`src/rtl/core/afb_pkg.sv`:
```
`timescale 1ns / 1ps

package afb_pkg;

  localparam logic [7:0] StartByte   = 8'h7E;
  localparam logic [7:0] ZeroByte    = 8'h00;
  localparam logic [7:0] FullByte    = 8'hFF;
  localparam logic [7:0] AddrLoByte  = 8'hFE;
  localparam logic [7:0] RemoteOpt   = 8'h02;
  localparam logic [7:0] TxLenBase   = 8'd14;
  localparam logic [7:0] LocalLen    = 8'd4;
  localparam logic [7:0] RemoteLen   = 8'd15;
  localparam int unsigned IdxW       = 5;

  localparam logic [1:0] CmdTransmit = 2'd0;
  localparam logic [1:0] CmdLocalAt  = 2'd1;
  localparam logic [1:0] CmdRemoteAt = 2'd2;

  localparam logic [1:0] RegTypeTransmit = 2'd0;
  localparam logic [1:0] RegTypeLocalAt  = 2'd1;
  localparam logic [1:0] RegTypeRemoteAt = 2'd2;

  typedef enum logic [2:0] {
    JobReject,
    JobData,
    JobTransmit,
    JobLocalAt,
    JobRemoteAt
  } job_kind_e;

  typedef struct packed {
    logic [1:0]  cmd;
    logic [63:0] dest_address;
    logic [15:0] at_command;
    logic [6:0]  payload_length;
    logic [7:0]  data_byte;
  } afb_in_t;

  typedef struct packed {
    logic [7:0] frame_byte;
    logic       frame_end;
    logic [7:0] frame_id;
    logic       rejected;
  } afb_out_t;

  typedef struct packed {
    job_kind_e   kind;
    logic        closes;
    logic [63:0] dest;
    logic [15:0] atc;
    logic [7:0]  dbyte;
    logic [7:0]  len;
    logic [7:0]  ftype;
    logic [7:0]  id;
  } afb_job_t;

  typedef struct packed {
    logic last;
    logic counts;
    logic clear;
  } afb_ctrl_t;

endpackage

```
`src/rtl/core/afb_byte_gen.sv`:
```
`timescale 1ns / 1ps

module afb_byte_gen (
  input  afb_pkg::afb_job_t          job_i,
  input  logic [afb_pkg::IdxW-1:0]   idx_i,
  input  logic [7:0]                 sum_i,
  output afb_pkg::afb_out_t          out_o,
  output afb_pkg::afb_ctrl_t         ctrl_o
);
  import afb_pkg::*;

  logic [7:0] byte_w;
  logic       chk_w;
  logic       last_w;
  logic [2:0] dsel_w;
  logic [7:0] dest_w;
  logic [7:0] chk_val_w;

  assign dsel_w    = 3'(5'd12 - idx_i);
  assign dest_w    = job_i.dest[{dsel_w, 3'b000} +: 8];
  assign chk_val_w = FullByte - sum_i;

  always_comb begin
    byte_w = ZeroByte;
    chk_w  = 1'b0;
    last_w = 1'b0;
    case (job_i.kind)
      JobReject: begin
        last_w = 1'b1;
      end
      JobData: begin
        if (idx_i == 5'd0) begin
          byte_w = job_i.dbyte;
          last_w = !job_i.closes;
        end else begin
          chk_w  = 1'b1;
          last_w = 1'b1;
        end
      end
      default: begin
        case (idx_i)
          5'd0: byte_w = StartByte;
          5'd1: byte_w = ZeroByte;
          5'd2: byte_w = job_i.len;
          5'd3: byte_w = job_i.ftype;
          5'd4: byte_w = job_i.id;
          default: begin
            if (job_i.kind == JobLocalAt) begin
              case (idx_i)
                5'd5:    byte_w = job_i.atc[15:8];
                5'd6:    byte_w = job_i.atc[7:0];
                default: begin
                  chk_w  = 1'b1;
                  last_w = 1'b1;
                end
              endcase
            end else if (idx_i <= 5'd12) begin
              byte_w = dest_w;
            end else begin
              case (idx_i)
                5'd13: byte_w = FullByte;
                5'd14: byte_w = AddrLoByte;
                5'd15: byte_w = (job_i.kind == JobRemoteAt) ? RemoteOpt : ZeroByte;
                5'd16: begin
                  byte_w = (job_i.kind == JobRemoteAt) ? job_i.atc[15:8] : ZeroByte;
                  last_w = (job_i.kind == JobTransmit) && !job_i.closes;
                end
                5'd17: begin
                  if (job_i.kind == JobRemoteAt) begin
                    byte_w = job_i.atc[7:0];
                  end else begin
                    chk_w  = 1'b1;
                    last_w = 1'b1;
                  end
                end
                default: begin
                  chk_w  = 1'b1;
                  last_w = 1'b1;
                end
              endcase
            end
          end
        endcase
      end
    endcase
  end

  always_comb begin
    out_o.frame_byte = chk_w ? chk_val_w : byte_w;
    out_o.frame_end  = chk_w;
    out_o.frame_id   = (job_i.kind == JobReject) ? ZeroByte : job_i.id;
    out_o.rejected   = (job_i.kind == JobReject);
    ctrl_o.last      = last_w;
    ctrl_o.clear     = chk_w ||
                       ((job_i.kind != JobReject) && (job_i.kind != JobData) &&
                        (idx_i == 5'd0));
    ctrl_o.counts    = !chk_w && (job_i.kind != JobReject) &&
                       ((job_i.kind == JobData) || (idx_i >= 5'd3));
  end

endmodule

```
`src/rtl/core/api_frame_builder.sv`:
```
`timescale 1ns / 1ps

// Radio-module API frame builder. Items enter on the input channel (valid and
// stall) and each one turns into a run of frame bytes on the output channel.
// A transmit request header gives 17 bytes, or 18 when its payload is empty; a
// local AT command gives 8 bytes and a remote AT command 19 bytes. Each payload
// byte item gives one byte, and the last one of a frame gives two, the second
// being the checksum. A refused item gives a single byte marked rejected.
// While the output does not stall, the sequencer emits one byte per cycle and
// payload items pass at one per cycle; an item holds the input until its last
// byte is emitted. Each item is registered before its first byte. The next item
// is accepted in the cycle that the last byte of the current one is registered.
// When the receiver stalls, the output register holds its byte and the
// sequencer waits. Frame type codes are written on the configuration port,
// which is always ready. Reset clears the frame id counter, the open frame
// and the output valid flag, and restores the default type codes.
module api_frame_builder #(
  parameter int unsigned MAX_PAYLOAD = 64
) (
  input  logic              clk_i,
  input  logic              rst_ni,
  input  logic              in_valid_i,
  output logic              in_stall_o,
  input  afb_pkg::afb_in_t  in_data_i,
  output logic              out_valid_o,
  input  logic              out_stall_i,
  output afb_pkg::afb_out_t out_data_o,
  input  logic              cfg_valid_i,
  output logic              cfg_ready_o,
  input  logic [1:0]        cfg_index_i,
  input  logic [7:0]        cfg_data_i
);
  import afb_pkg::*;

  logic [7:0]      type_tx_q, type_lat_q, type_rat_q;
  logic [7:0]      id_cnt_q;
  logic            open_q;
  logic [6:0]      left_q;
  logic [7:0]      open_id_q;
  logic [7:0]      sum_q;
  logic            busy_q;
  logic [IdxW-1:0] idx_q;
  afb_job_t        job_q, job_d;
  logic            out_valid_q;
  afb_out_t        out_q;

  afb_out_t  gen_out;
  afb_ctrl_t gen_ctrl;
  logic      adv, done, acc;
  logic      oversize;

  afb_byte_gen u_gen (
    .job_i  (job_q),
    .idx_i  (idx_q),
    .sum_i  (sum_q),
    .out_o  (gen_out),
    .ctrl_o (gen_ctrl)
  );

  assign adv         = busy_q && (!out_valid_q || !out_stall_i);
  assign done        = adv && gen_ctrl.last;
  assign in_stall_o  = busy_q && !done;
  assign acc         = in_valid_i && !in_stall_o;
  assign cfg_ready_o = 1'b1;
  assign out_valid_o = out_valid_q;
  assign out_data_o  = out_q;
  assign oversize    = {1'b0, in_data_i.payload_length} > 8'(MAX_PAYLOAD);

  always_comb begin
    job_d        = job_q;
    job_d.dest   = in_data_i.dest_address;
    job_d.atc    = in_data_i.at_command;
    job_d.dbyte  = in_data_i.data_byte;
    job_d.closes = 1'b0;
    job_d.id     = id_cnt_q;
    job_d.len    = LocalLen;
    job_d.ftype  = type_lat_q;
    if (in_data_i.cmd != CmdTransmit && in_data_i.cmd != CmdLocalAt &&
        in_data_i.cmd != CmdRemoteAt) begin
      job_d.kind = JobReject;
    end else if (open_q) begin
      job_d.kind   = (in_data_i.cmd == CmdTransmit) ? JobData : JobReject;
      job_d.closes = (left_q == 7'd1);
      job_d.id     = open_id_q;
    end else if (in_data_i.cmd == CmdTransmit) begin
      job_d.kind   = oversize ? JobReject : JobTransmit;
      job_d.closes = (in_data_i.payload_length == 7'd0);
      job_d.len    = {1'b0, in_data_i.payload_length} + TxLenBase;
      job_d.ftype  = type_tx_q;
    end else if (in_data_i.cmd == CmdLocalAt) begin
      job_d.kind = JobLocalAt;
    end else begin
      job_d.kind  = JobRemoteAt;
      job_d.len   = RemoteLen;
      job_d.ftype = type_rat_q;
    end
  end

  always_ff @(posedge clk_i or negedge rst_ni) begin
    if (!rst_ni) begin
      type_tx_q   <= 8'd16;
      type_lat_q  <= 8'd8;
      type_rat_q  <= 8'd23;
      id_cnt_q    <= '0;
      open_q      <= 1'b0;
      left_q      <= '0;
      open_id_q   <= '0;
      sum_q       <= '0;
      busy_q      <= 1'b0;
      idx_q       <= '0;
      out_valid_q <= 1'b0;
    end else begin
      if (cfg_valid_i) begin
        case (cfg_index_i)
          RegTypeTransmit: type_tx_q  <= cfg_data_i;
          RegTypeLocalAt:  type_lat_q <= cfg_data_i;
          RegTypeRemoteAt: type_rat_q <= cfg_data_i;
          default: ;
        endcase
      end
      if (acc) begin
        busy_q <= 1'b1;
        idx_q  <= '0;
        case (job_d.kind)
          JobData: begin
            left_q <= left_q - 7'd1;
            if (job_d.closes) begin
              open_q <= 1'b0;
            end
          end
          JobTransmit: begin
            id_cnt_q <= id_cnt_q + 8'd1;
            if (!job_d.closes) begin
              open_q    <= 1'b1;
              left_q    <= in_data_i.payload_length;
              open_id_q <= id_cnt_q;
            end
          end
          JobLocalAt, JobRemoteAt: begin
            id_cnt_q <= id_cnt_q + 8'd1;
          end
          default: ;
        endcase
      end else if (done) begin
        busy_q <= 1'b0;
      end else if (adv) begin
        idx_q <= idx_q + 5'd1;
      end
      if (adv) begin
        if (gen_ctrl.clear) begin
          sum_q <= '0;
        end else if (gen_ctrl.counts) begin
          sum_q <= sum_q + gen_out.frame_byte;
        end
        out_valid_q <= 1'b1;
      end else if (!out_stall_i) begin
        out_valid_q <= 1'b0;
      end
    end
  end

  always_ff @(posedge clk_i) begin
    if (acc) begin
      job_q <= job_d;
    end
    if (adv) begin
      out_q <= gen_out;
    end
  end

`ifndef SYNTHESIS
  a_hold_on_stall: assert property (@(posedge clk_i) disable iff (!rst_ni)
    (busy_q && out_valid_q && out_stall_i) |=> (busy_q && $stable(idx_q)))
    else $error("Sequencer moved while the output was stalled.");

  a_open_has_bytes: assert property (@(posedge clk_i) disable iff (!rst_ni)
    open_q |-> (left_q != 7'd0))
    else $error("Transmit frame open with no payload bytes left.");

  a_end_not_rejected: assert property (@(posedge clk_i) disable iff (!rst_ni)
    (out_valid_o && out_data_o.frame_end) |-> !out_data_o.rejected)
    else $error("Checksum byte marked as rejected.");

  a_accept_idle: assert property (@(posedge clk_i) disable iff (!rst_ni)
    acc |=> (busy_q && (idx_q == '0)))
    else $error("Accepted transaction did not start the sequencer.");
`endif

endmodule

```
`config.mk`:
```
export PLATFORM = sky130hd
export DESIGN_NAME = api_frame_builder
export DESIGN_NICKNAME = d
export VERILOG_FILES = /design/src/rtl/core/afb_pkg.sv /design/src/rtl/core/afb_byte_gen.sv /design/src/rtl/core/api_frame_builder.sv
export SDC_FILE = /design/constraint.sdc
export NUM_CORES = 1
export LEC_CHECK = 0
export BUFFER_PORTS_ARGS = -buffer_cell sky130_fd_sc_hd__buf_2
export CORE_UTILIZATION = 35
export CTS_CLUSTER_SIZE = 20
export DETAILED_ROUTE_END_ITERATION = 8
export PLACE_DENSITY = 0.59
export RECOVER_POWER = 100
export SLEW_MARGIN = 20
export SYNTH_ARGS = -nofsm -noshare
export SYNTH_HDL_FRONTEND = slang
export SYNTH_SLANG_ARGS = --single-unit
```
`constraint.sdc`:
```
create_clock -name clk_i -period 4 [get_ports clk_i]
set_input_delay 0.8 -clock clk_i [delete_from_list [all_inputs] [get_ports clk_i]]
set_output_delay 0.8 -clock clk_i [all_outputs]
set_load 0.01 [all_outputs]
```
==> impl_metrics.env <==
export IMPL_status="finished clean"
export IMPL_grt_start_max_net_pins=43
export IMPL_fin_crit_sh_pct=94.9
export IMPL_cts_buffers=17
export IMPL_finalSetupViolCount=0
export IMPL_syn_num_nets=781
export IMPL_dp_hpwl_mm=14.7
export IMPL_hold_viol=0
export IMPL_antenna_found_initial=1
export IMPL_cellPowerDensity_nw_per_um2=797
export IMPL_synth_top_cell_by_area="edfxtp_1"
export IMPL_syn2layout_area_growth_pct=20.4
export IMPL_drv_cap=0
export IMPL_cts_tree="done"
export IMPL_ff2ff_setup_slack_ps=210
export IMPL_core_area_um2=25400
export IMPL_root_buffer="clkbuf_16"
export IMPL_setup_tns_ps=0
export IMPL_num_vias=5870
export IMPL_clock_skew_ps=11.6
export IMPL_avgSynthCellArea_um2=14.0
export IMPL_grt_pass1_vias=5790
export IMPL_crit_chain="buf_4 -> ha_1 -> or2_1 -> a211o_1 -> a211oi_2 -> o21a_1 -> buf_12 -> a22oi_1 -> nand2_1 -> ha_1 -> inv_1 -> fa_1 -> nor2b_1 -> o21ai_0 -> nand2b_1 -> a21o_1 -> a21oi_1 -> xnor2_1 -> a22o_1"
export IMPL_die_h_um=164
export IMPL_slowest_stage="dfrtp_1"
export IMPL_min_delay_path_class="reg2reg"
export IMPL_crit_reg2reg_launch="idx_q[0]"
export IMPL_fmax_ghz=0.264
export IMPL_endpoint="sum_q[6]"
export IMPL_yosysMostFrequentCell="edfxtp_1"
export IMPL_start_util_pct=36.0
export IMPL_reg2reg_depth=19
export IMPL_synth_edf_count=134
export IMPL_required_ps=4330
export IMPL_leakage_uw=0.00427
export IMPL_relSlewSlack_pct=12.3
export IMPL_cts_max_path_buffers=2
export IMPL_cp_arrival_ps=4120
export IMPL_final_util_pct=43.3
export IMPL_synth_cell_type_count=78
export IMPL_cp_max_fo=8
export IMPL_clk_latency_ps=440
export IMPL_clkSlewWorstSetupHoldPaths_ps=80
export IMPL_slew_violations=0
export IMPL_holdWs_ps=480
export IMPL_synth_seq_cells=197
export IMPL_path_common_cell="ha_1"
export IMPL_synth_common_cells="134 x edfxtp_1, 57 x dfrtp_1, 40 x nor2_1"
export IMPL_cts_htree_levels=4
export IMPL_grt_ovfl_total=0
export IMPL_fin_area_um2=11000
export IMPL_global_route_usage_total_pct=15.5
export IMPL_drive_above_1_share_pct=29.8
export IMPL_worst_pin_slew_ps=1310
export IMPL_critPathKind="reg2reg"
export IMPL_rows=58
export IMPL_clock_sinks=197
export IMPL_postRouteWirelength_mm=20.2
export IMPL_crit_start="idx_q[0]"
export IMPL_worstSetupStartpointType="flop"
export IMPL_place_area_um2=10300
export IMPL_drcViolationCount=0
export IMPL_crit_path_end_kind="flop"
export IMPL_grt_pass1_wl_mm=31.4
export IMPL_ys_seq_area_share_pct=61.3
export IMPL_routed_via_density=5.11
export IMPL_routabilityCongestion=0.837
export IMPL_postRouteAntennaNets=0
export IMPL_synthFlopType="edfxtp_1"
export IMPL_yosys_warnings=0
export IMPL_nets=934
export IMPL_fin_crit_ps=3790
export IMPL_peakVddDrop_v=0.000428
export IMPL_io_pin_count=133
export IMPL_drt_iter0_drc=329
export IMPL_synth_top_area_share_pct=44.0
export IMPL_slowest_delay_ps=420
export IMPL_syn_instance_count=652
export IMPL_die_w_um=164
export IMPL_timing_rr_end="sum_q[6]"
export IMPL_io_buffers=131
export IMPL_wl_per_cell_um=17.6
export IMPL_die_area_um2=26800
export IMPL_synthArstFlopShare_pct=32.0
export IMPL_synth_area_top_cells="edfxtp_1 44%, dfrtp_1 16%, mux2_2 3.9%, mux4_1 2.3%, ha_1 2.2%"
export IMPL_syn_area_um2=9140
export IMPL_drtPass1Iterations=5
==> logic make-up after synthesis <==
group / count (synthesis) / synth area share (%)
flops: 197 / 61.3
simple gates: 163 / 9.88
compound gates: 136 / 11.0
mux: 73 / 11.1
buf+inv: 44 / 2.19
xor+xnor: 21 / 2.01
fa+ha+maj: 17 / 2.41
other cells: 1 / 0.0410
==> cell type report <==
cell class                 count  area [µm²]
antenna                        1        2.50
clock buffer                  17         425
clock inverter                15         233
fill                        2344       14400
inverter                      12        45.0
multi-input combinational    411        3350
sequential                   197        5610
tap                          330         413
timing repair buffer         166         930
==> metal layers <==
layer | global-route usage, % | up-vias | wire length, µm
li1 | - | 2820 | -
met1 | 21.2 | 2858 | 9390
met2 | 24.0 | 166 | 9390
met3 | 3.17 | 26 | 997
met4 | 6.44 | 0 | 421
met5 | 0 | - | 0
==> worst min-delay path by stage <==
stage	to	cells after the start	start	slack, ps
after global placement	out_valid_o	1	busy_q	470
final	sum_q[7]	1	sum_q[7]	480
after global routing	job_q[50]	1	in_data_i[33]	510
after floorplan	out_valid_o	1	busy_q	450
after detailed placement	sum_q[7]	1	sum_q[7]	470
after CTS	id_cnt_q[4]	1	rst_ni	350
==> timing repair <==
item	CTS	global route
buffers inserted	0	4
resized for setup	0	10
hold buffers	0	0
endpoints found under the setup margin	0	3
==> where the power goes <==
group	switching [µW]	total, µW	internal, µW	leakage [µW]
registers	320	3260	2940	0.00203
clock network	821	1900	1080	0.000319
logic	1980	3610	1630	0.00191
total	3120	8770	5650	0.00427
==> state kept, by name, indices dropped and copies added, names as in the netlist <==
register     cells
job_q          116
left_q           7
type_lat_q       8
type_tx_q        8
sum_q            8
out_data_o      18
out_valid_o      1
busy_q           1
type_rat_q       8
open_q           1
open_id_q        8
idx_q            5
id_cnt_q         8
==> critical path, delay by kind of cell, from the launching register on <==
kind / cells / cell delay (ps)
adders and majority gates: 3 / 850
DFF: 1 / 420
buffers and inverters: 3 / 350
AOI/OAI and AO/OA: 8 / 1310
xor gates and xnor gates: 1 / 120
and+or+nand+nor: 4 / 640
==> layout by cell type (no fill, tap or decap), types with 8 or more instances in the layout <==
cell / Yosys / layout
nor3_1: 10 / 10
dfrtp_1: 57 / 57
buf_2: 10 / 108
mux4_1: 8 / 8
mux4_2: 8 / 8
clkbuf_1: 15 / 25
nor2_1: 40 / 40
nor2b_1: 18 / 17
buf_4: 2 / 28
mux2_1: 9 / 9
a221oi_1: 9 / 9
a21oi_1: 34 / 33
o21ai_1: 6 / 8
mux2_2: 32 / 32
nand3_1: 8 / 8
and2_1: 8 / 8
a211oi_1: 9 / 8
ha_1: 16 / 14
edfxtp_1: 134 / 134
mux2i_1: 15 / 14
clkbuf_16: 0 / 17
a22oi_1: 15 / 15
xnor2_1: 16 / 16
inv_1: 12 / 12
nand2_1: 31 / 31
==> through the flow <==
stage / instances / worst slack (ps) / total power [µW]
2_1_floorplan: 652 / 76.0 / 5710
3_3_place_gp: 1112 / 129 / 6790
3_5_place_dp: 1112 / 62.2 / 6830
4_1_cts: 1144 / 9.30 / 8750
5_1_grt: 1149 / -41.8 / 9320
6_report: 1149 / 206 / 8770
No activity file was read; power rests on OpenSTA's default activity.
